### config.mk
export PLATFORM = sky130hd
export DESIGN_NAME = k_way_sorted_merge_core
export DESIGN_NICKNAME = d
export VERILOG_FILES = /design/src/rtl/kwm_pkg.sv /design/src/rtl/kwm_ctrl.sv /design/src/rtl/kwm_dp.sv /design/src/rtl/k_way_sorted_merge_core.sv
export VERILOG_INCLUDE_DIRS = /design/src /design/src/rtl
export SDC_FILE = /design/constraint.sdc
export NUM_CORES = 2
export LEC_CHECK = 0
export ABC_AREA = 1
export BUFFER_PORTS_ARGS = -buffer_cell sky130_fd_sc_hd__buf_2
export CORE_UTILIZATION = 63
export DETAILED_ROUTE_END_ITERATION = 12
export PLACE_DENSITY = 0.77
export SLEW_MARGIN = 0
export SYNTH_ARGS = -nofsm -noshare
export SYNTH_HDL_FRONTEND = slang
export SYNTH_SLANG_ARGS = --single-unit
### constraint.sdc
create_clock -name clk -period 4.2 [get_ports clk]
set_clock_uncertainty 0.2 [all_clocks]
set_input_delay 0 -clock clk [delete_from_list [all_inputs] [get_ports clk]]
set_output_delay 0 -clock clk [all_outputs]
set_load 0.005 [all_outputs]
### src/rtl/assert_macros.svh
// assertion macros shared by the merge core modules
`ifndef ASSERT_MACROS_SVH
`define ASSERT_MACROS_SVH

// same-cycle implication, sampled on clk, off during reset
`define ASSERT_IMPLIES(lbl, ante, cons, msg) \
    lbl: assert property (@(posedge clk) disable iff (!rst_n) (ante) |-> (cons)) \
        else $error(msg);

// next-cycle implication, sampled on clk, off during reset
`define ASSERT_NEXT(lbl, ante, cons, msg) \
    lbl: assert property (@(posedge clk) disable iff (!rst_n) (ante) |=> (cons)) \
        else $error(msg);

`endif

### src/rtl/kwm_pkg.sv
// shared types and codes for the k-way sorted merge core
package kwm_pkg;

    localparam int DATA_W = 32;
    localparam int CMD_W  = 2;
    localparam int LANE_W = 2;
    localparam int ST_W   = 2;

    localparam logic [CMD_W-1:0] CMD_APPEND = 2'd0;
    localparam logic [CMD_W-1:0] CMD_POP    = 2'd1;
    localparam logic [CMD_W-1:0] CMD_CLEAR  = 2'd2;

    localparam logic [ST_W-1:0] ST_OK        = 2'd0;
    localparam logic [ST_W-1:0] ST_POPPED    = 2'd1;
    localparam logic [ST_W-1:0] ST_FULL      = 2'd2;
    localparam logic [ST_W-1:0] ST_EXHAUSTED = 2'd3;

    typedef struct packed {
        logic capture;
        logic exec;
        logic scan_rd;
        logic scan_cmp;
        logic pop_end;
        logic load_out;
    } kwm_cmd_t;

    typedef struct packed {
        logic [CMD_W-1:0] cmd;
        logic             scan_last;
    } kwm_stat_t;

endpackage

### src/rtl/kwm_ctrl.sv
// controller state machine for the k-way sorted merge core
`include "assert_macros.svh"

module kwm_ctrl
    import kwm_pkg::*;
(
    input  logic      clk,
    input  logic      rst_n,
    input  logic      in_valid,
    output logic      in_ready,
    output logic      out_valid,
    input  logic      out_ready,
    input  kwm_stat_t stat,
    output kwm_cmd_t  cmd
);

    localparam logic [2:0] S_IDLE = 3'd0;
    localparam logic [2:0] S_EXEC = 3'd1;
    localparam logic [2:0] S_RD   = 3'd2;
    localparam logic [2:0] S_CMP  = 3'd3;
    localparam logic [2:0] S_END  = 3'd4;
    localparam logic [2:0] S_DONE = 3'd5;

    logic [2:0] state_reg;
    logic [2:0] state_next;
    logic       out_valid_reg;
    logic       out_valid_next;

    always_comb
    begin
        state_next = state_reg;
        cmd        = '0;
        in_ready   = 1'b0;
        case (state_reg)
            S_IDLE:
            begin
                in_ready = 1'b1;
                if (in_valid)
                begin
                    cmd.capture = 1'b1;
                    state_next  = S_EXEC;
                end
            end
            S_EXEC:
            begin
                cmd.exec = 1'b1;
                if (stat.cmd == CMD_POP)
                    state_next = S_RD;
                else
                    state_next = S_DONE;
            end
            S_RD:
            begin
                cmd.scan_rd = 1'b1;
                state_next  = S_CMP;
            end
            S_CMP:
            begin
                cmd.scan_cmp = 1'b1;
                if (stat.scan_last)
                    state_next = S_END;
                else
                    state_next = S_RD;
            end
            S_END:
            begin
                cmd.pop_end = 1'b1;
                state_next  = S_DONE;
            end
            S_DONE:
            begin
                if (!out_valid_reg || out_ready)
                begin
                    cmd.load_out = 1'b1;
                    state_next   = S_IDLE;
                end
            end
            default:
            begin
                state_next = S_IDLE;
            end
        endcase
    end

    always_comb
    begin
        if (cmd.load_out)
            out_valid_next = 1'b1;
        else if (out_ready)
            out_valid_next = 1'b0;
        else
            out_valid_next = out_valid_reg;
    end

    always_ff @(posedge clk or negedge rst_n)
    begin
        if (!rst_n)
        begin
            state_reg     <= S_IDLE;
            out_valid_reg <= 1'b0;
        end
        else
        begin
            state_reg     <= state_next;
            out_valid_reg <= out_valid_next;
        end
    end

    assign out_valid = out_valid_reg;

    `ASSERT_NEXT(a_accept_exec, in_valid && in_ready, state_reg == S_EXEC, "accept not executed")
    `ASSERT_NEXT(a_done_holds, state_reg == S_DONE && out_valid_reg && !out_ready,
                 state_reg == S_DONE && out_valid_reg, "result overwrote pending beat")

endmodule

### src/rtl/kwm_dp.sv
// datapath for the k-way sorted merge core: lane store, pointers and result
`include "assert_macros.svh"

module kwm_dp
    import kwm_pkg::*;
#(
    parameter int LANES      = 4,
    parameter int LANE_DEPTH = 16
)
(
    input  logic                     clk,
    input  logic                     rst_n,
    input  kwm_cmd_t                 cmd,
    output kwm_stat_t                stat,
    input  logic [CMD_W-1:0]         command,
    input  logic [LANE_W-1:0]        lane,
    input  logic signed [DATA_W-1:0] value,
    output logic [ST_W-1:0]          status,
    output logic signed [DATA_W-1:0] merged_value,
    output logic [LANE_W-1:0]        source_lane
);

    localparam int LW = $clog2(LANES);
    localparam int CW = $clog2(LANE_DEPTH + 1);
    localparam int MD = LANES * LANE_DEPTH;
    localparam int AW = (MD > 1) ? $clog2(MD) : 1;

    logic [DATA_W-1:0] mem [0:MD-1];

    logic [CMD_W-1:0]         cmd_reg;
    logic [LANE_W-1:0]        lane_reg;
    logic [DATA_W-1:0]        value_reg;
    logic [CW-1:0]            fill_reg [0:LANES-1];
    logic [CW-1:0]            head_reg [0:LANES-1];
    logic [LW-1:0]            scan_idx_reg;
    logic [LW-1:0]            best_reg;
    logic [DATA_W-1:0]        best_val_reg;
    logic                     found_reg;
    logic [DATA_W-1:0]        rd_data_reg;
    logic                     rd_act_reg;
    logic [ST_W-1:0]          res_status_reg;
    logic [DATA_W-1:0]        res_value_reg;
    logic [LANE_W-1:0]        res_lane_reg;
    logic [ST_W-1:0]          out_status_reg;
    logic [DATA_W-1:0]        out_value_reg;
    logic [LANE_W-1:0]        out_lane_reg;

    logic [LW-1:0] lane_idx;
    logic          lane_ok;
    logic          append_ok;
    logic          wr_en;
    logic [AW-1:0] wr_addr;
    logic          scan_act;
    logic          rd_en;
    logic [AW-1:0] rd_addr;
    logic          scan_last;
    logic          take_new;
    logic          any_active;

    assign lane_idx  = LW'(lane_reg);
    assign lane_ok   = int'(lane_reg) < LANES;
    assign append_ok = lane_ok && (int'(fill_reg[lane_idx]) < LANE_DEPTH);
    assign wr_en     = cmd.exec && (cmd_reg == CMD_APPEND) && append_ok;
    assign wr_addr   = AW'(int'(lane_idx) * LANE_DEPTH + int'(fill_reg[lane_idx]));

    assign scan_act  = head_reg[scan_idx_reg] < fill_reg[scan_idx_reg];
    assign rd_en     = cmd.scan_rd && scan_act;
    assign rd_addr   = AW'(int'(scan_idx_reg) * LANE_DEPTH + int'(head_reg[scan_idx_reg]));
    assign scan_last = int'(scan_idx_reg) == (LANES - 1);

    assign take_new  = rd_act_reg
                       && (!found_reg || ($signed(rd_data_reg) < $signed(best_val_reg)));

    always_comb
    begin
        any_active = 1'b0;
        for (int i = 0; i < LANES; i++)
        begin
            if (head_reg[i] < fill_reg[i])
                any_active = 1'b1;
        end
    end

    // lane store, one write and one registered read port
    always_ff @(posedge clk)
    begin
        if (wr_en)
            mem[wr_addr] <= value_reg;
        if (rd_en)
            rd_data_reg <= mem[rd_addr];
    end

    // payload registers
    always_ff @(posedge clk)
    begin
        if (cmd.capture)
        begin
            cmd_reg   <= command;
            lane_reg  <= lane;
            value_reg <= value;
        end
        if (cmd.scan_cmp && take_new)
            best_val_reg <= rd_data_reg;
        if (cmd.load_out)
        begin
            out_status_reg <= res_status_reg;
            out_value_reg  <= res_value_reg;
            out_lane_reg   <= res_lane_reg;
        end
    end

    always_ff @(posedge clk or negedge rst_n)
    begin
        if (!rst_n)
        begin
            for (int i = 0; i < LANES; i++)
            begin
                fill_reg[i] <= '0;
                head_reg[i] <= '0;
            end
            scan_idx_reg   <= '0;
            best_reg       <= '0;
            found_reg      <= 1'b0;
            rd_act_reg     <= 1'b0;
            res_status_reg <= ST_OK;
            res_value_reg  <= '0;
            res_lane_reg   <= '0;
        end
        else
        begin
            if (cmd.exec)
            begin
                scan_idx_reg  <= '0;
                found_reg     <= 1'b0;
                res_value_reg <= '0;
                res_lane_reg  <= '0;
                case (cmd_reg)
                    CMD_APPEND:
                    begin
                        if (append_ok)
                        begin
                            fill_reg[lane_idx] <= fill_reg[lane_idx] + CW'(1);
                            res_status_reg     <= ST_OK;
                        end
                        else
                            res_status_reg <= ST_FULL;
                    end
                    CMD_CLEAR:
                    begin
                        for (int i = 0; i < LANES; i++)
                        begin
                            fill_reg[i] <= '0;
                            head_reg[i] <= '0;
                        end
                        res_status_reg <= ST_OK;
                    end
                    default:
                    begin
                        res_status_reg <= ST_OK;
                    end
                endcase
            end
            if (cmd.scan_rd)
                rd_act_reg <= scan_act;
            if (cmd.scan_cmp)
            begin
                if (take_new)
                begin
                    found_reg <= 1'b1;
                    best_reg  <= scan_idx_reg;
                end
                if (!scan_last)
                    scan_idx_reg <= scan_idx_reg + LW'(1);
            end
            if (cmd.pop_end)
            begin
                if (found_reg)
                begin
                    head_reg[best_reg] <= head_reg[best_reg] + CW'(1);
                    res_status_reg     <= ST_POPPED;
                    res_value_reg      <= best_val_reg;
                    res_lane_reg       <= LANE_W'(best_reg);
                end
                else
                begin
                    res_status_reg <= ST_EXHAUSTED;
                end
            end
        end
    end

    assign stat.cmd       = cmd_reg;
    assign stat.scan_last = scan_last;

    assign status       = out_status_reg;
    assign merged_value = out_value_reg;
    assign source_lane  = out_lane_reg;

    `ASSERT_IMPLIES(a_pop_live, cmd.pop_end && found_reg,
                    head_reg[best_reg] < fill_reg[best_reg], "popped lane has no entry")
    `ASSERT_IMPLIES(a_exhausted, cmd.pop_end && !found_reg, !any_active,
                    "exhausted while a lane holds entries")

endmodule

### src/rtl/k_way_sorted_merge_core.sv
// top level of the k-way sorted merge core
// append, clear and other commands pass through the capture, execute and done states
// pop adds a read and a compare step per lane and an end step (at most one store read per lane)
// one beat at a time; the next input is taken only after the result is loaded for output
// reset: asynchronous active low, empties all lanes; store contents are not cleared
module k_way_sorted_merge_core
    import kwm_pkg::*;
#(
    parameter int LANES      = 4,
    parameter int LANE_DEPTH = 16
)
(
    input  logic                     clk,
    input  logic                     rst_n,
    input  logic                     in_valid,
    output logic                     in_ready,
    input  logic [CMD_W-1:0]         command,
    input  logic [LANE_W-1:0]        lane,
    input  logic signed [DATA_W-1:0] value,
    output logic                     out_valid,
    input  logic                     out_ready,
    output logic [ST_W-1:0]          status,
    output logic signed [DATA_W-1:0] merged_value,
    output logic [LANE_W-1:0]        source_lane
);

    kwm_cmd_t  cmd;
    kwm_stat_t stat;

    kwm_ctrl u_ctrl
    (
        .clk       (clk),
        .rst_n     (rst_n),
        .in_valid  (in_valid),
        .in_ready  (in_ready),
        .out_valid (out_valid),
        .out_ready (out_ready),
        .stat      (stat),
        .cmd       (cmd)
    );

    kwm_dp #(
        .LANES      (LANES),
        .LANE_DEPTH (LANE_DEPTH)
    ) u_dp
    (
        .clk          (clk),
        .rst_n        (rst_n),
        .cmd          (cmd),
        .stat         (stat),
        .command      (command),
        .lane         (lane),
        .value        (value),
        .status       (status),
        .merged_value (merged_value),
        .source_lane  (source_lane)
    );

endmodule
==> results by group <==
Synth
  – Sequential-to-total area share from yosys stat: 73.0%
  – Primary FF master, synth: edfxtp_1
  – Synth area leader: edfxtp_1
  – Average size of a mapped cell: 12.5 sq um
  – Ys async rst share: 3.79%
  – Number of flops mapped to enable cells by yosys: 2,184
  – Distinct cells, synth: 37
  – Cell Area, Synth: 92,800 sq um
  – Top cells by area, synth: edfxtp_1, nand3_1, inv_1, o211ai_1, o21ai_0
  – Post-synth top area share: 70.7%
  – Yosys Warn Count: 0
  – Synth Instances: 7,412
  – Flops & latches, synth: 2,270
  – Post-Syn Nets: 7,492

Worst setup path
  – Reg2Reg Setup Slack: 0.37 ns
  – WP data required: 4.54 ns
  – Critical path arrival: 4.17 ns
  – Nature of the critical path endpoint: flop
  – Crit path launch type: flop
  – Worst setup startpoint: u_dp.lane_idx[1]
  – Worst r2r src: u_dp.lane_idx[1]
  – Critical path class: flop to flop
  – Crit Path Max Fanout: 18

Power
  – Combinational fraction of design power: 27.5%
  – Leakage power: 38.8 nW
  – Clock Power Share: 29.8%
  – Peak VDD IR: 0.000554 V
  – Switch share: 34.1%
  – Seq pwr share: 42.7%
  – P_int: 0.0408 W
  – Total net switching power: 0.0212 W
  – Power Total: 0.0620 W
  – PD cells: 593 nW/um^2

STA
  – Post-route clock period utilization: 91.2%
  – Hold Violations, Final: 0
  – Setup TNS: 0 ns
  – Relative slew slack: 7.72%
  – # setup viols final: 0
  – RSZ-0062 raised after global routing: false
  – Final Critical Period: 3.83 ns
  – Setup slack after layout: 0.371 ns
  – Max Freq: 261 MHz
  – Max Slew Vio Count: 0
  – Worst slew pin tran: 1.38 ns

Placement
  – Port Buffers: 77
  – Place WS: 0.431 ns
  – Dpl hpwl: 136,000 um
  – GP Congestion: 0.930

Clock network
  – Clock Tree Buf Depth: 3
  – CTS root buffer: clkbuf_16
  – Hold Buf Count CTS: 79
  – TritonCTS Buffers: 216
  – # Post-CTS Setup Buffers: 0
  – Worst-skew pair later-pin latency: 0.86 ns
  – Clock slew seen by the registers of the worst setup and hold paths: 0.06 ns
  – CTS sink cnt: 2,270
  – Post-CTS sizing: 0
  – TritonCTS clock tree: built
  – H-tree lvl count: 4

Layout
  – Commonest non-fill, non-tap cell in the layout: edfxtp_1
  – Commonest non-fill, non-tap cells in the layout: edfxtp_1, inv_1, nand3_1, nand2_1, o21ai_0
  – Area occupied by multi-input gates: 19,200 sq um
  – Synth-to-layout area growth: 12.5%
  – Max reg flops: 2,048
  – Layout cell share with drive strength beyond 1: 9.42%
  – Final #Nets: 7,684
  – Largest Register: u_dp.mem
  – Filler instances: 9,143
  – Reg area: 67,700 sq um

Route
  – Final WL: 239,000 um
  – DRC Markers: 0
  – TritonRoute pass-1 iters: 8
  – Initial DRC Count: 7,605
  – Via count: 60,100
  – Number of routed nets with antenna violations: 0
  – DR vias/cell: 6.20
  – Drt wl/cell: 24.7 um

Global routing
  – Initial antenna violation count: 5
  – First-pass GRT wire length: 353,000 um
  – Total GRT Usage: 32.3%
  – Largest net degree at the start of global routing: 117
  – Total gr overflow: 0
  – Vias in the first global route: 57,300

Floorplan
  – Ports: 78
  – Initial Util: 63.6%
  – Die Wd: 386 um
  – Die Height: 386 um
  – CORE AREA: 146,000 sq um
  – Die Area: 149,000 sq um
  – # rows: 140

Flow run
  – Max Cap Viol: 0

Worst hold path
  – Hold Path Class: input pin to asynchronous set/reset pin

Run status
  – Status: finished clean
logic make-up (layout without fill, tap and decap cells):
family	after synthesis	after routing	synth area share, %
AOI/OAI and AO/OA	1666	1666	10.6
DFF	2270	2270	73.0
adders and majority gates	40	40	0.539
and+or+nand+nor	1831	1831	8.85
xor gates and xnor gates	8	8	0.0755
buffers and inverters	1597	1964	7.01
other	0	3	0
final timing paths:
kind | to | cells after the start
hold / removal | u_dp.head_reg[6] | 4
setup reg to reg | u_dp.mem[23][20] | 14
min in group clk | u_dp.cmd_reg[0] | 4
setup / recovery | u_dp.mem[23][20] | 14
hold reg to reg | u_dp.merged_value[29] | 0
max in group asynchronous | u_dp.res_value_reg[15] | 4
cell type report:
class                           instances  area share [%]
Tap cell                             1917            2.30
Multi-Input combinational cell       3545            18.3
Sequential cell                      2270            64.9
Clock inverter                        117           0.909
Antenna cell                            3         0.00719
Inverter                             1135            4.09
Clock buffer                          276            5.46
Timing Repair Buffer                  436            4.04
critical path, cell delays in order, from the launching register on:
cell      delay, ns
edfxtp_1       0.41
inv_1          0.10
nand2_1        0.10
inv_1          0.12
nand2_1        0.07
o21ai_0        0.09
a21oi_1        0.18
o21ai_2        0.13
ha_1           0.21
xnor2_1        0.30
inv_1          0.10
nor2_1         0.17
nand2_1        0.46
nor2_4         0.62
buf_12         0.24
cell usage after synthesis (all sizes together) (18+ instances only):
master and number:
nand3 1013, nor2 112, o211ai 545, o22ai 18
buf 368, inv 1134, clkbuf 94, dfrtp 86
nand2 682, edfxtp 2184, ha 40, a21oi 515
o21ai 569
per-stage QoR:
stage | cell area (sq um) | cells | hold WS [ns] | utilization, %
global placement | 97000 | 9224 | -0.0993 | 66.5
finish | 104000 | 9699 | 0.0505 | 71.6
detailed placement | 97000 | 9224 | -0.100 | 66.5
floorplan | 92800 | 7412 | -0.496 | -
CTS | 104000 | 9696 | 0.0415 | 71.6
global route | 104000 | 9696 | 0.120 | 71.6
metal layers:
| metal | GRT usage [%] | share of wire, % | up-vias |
|---|---|---|---|
| met5 | 0 | 0 | - |
| met4 | 16.2 | 5.1 | 0 |
| met3 | 6.38 | 11 | 536 |
| met2 | 50.0 | 46 | 3594 |
| met1 | 44.0 | 37 | 29100 |
| li1 | - | - | 26900 |
power groups by stage:
stage / logic, W / clock network [W] / registers (W)
after floorplan: 0.00991 / 0 / 0.0272
after global placement: 0.0160 / 0 / 0.0269
after detailed placement: 0.0164 / 0 / 0.0269
after CTS: 0.0166 / 0.0186 / 0.0265
after global routing: 0.0182 / 0.0194 / 0.0265
final: 0.0170 / 0.0185 / 0.0265
No activity file was read; power rests on OpenSTA's default activity.
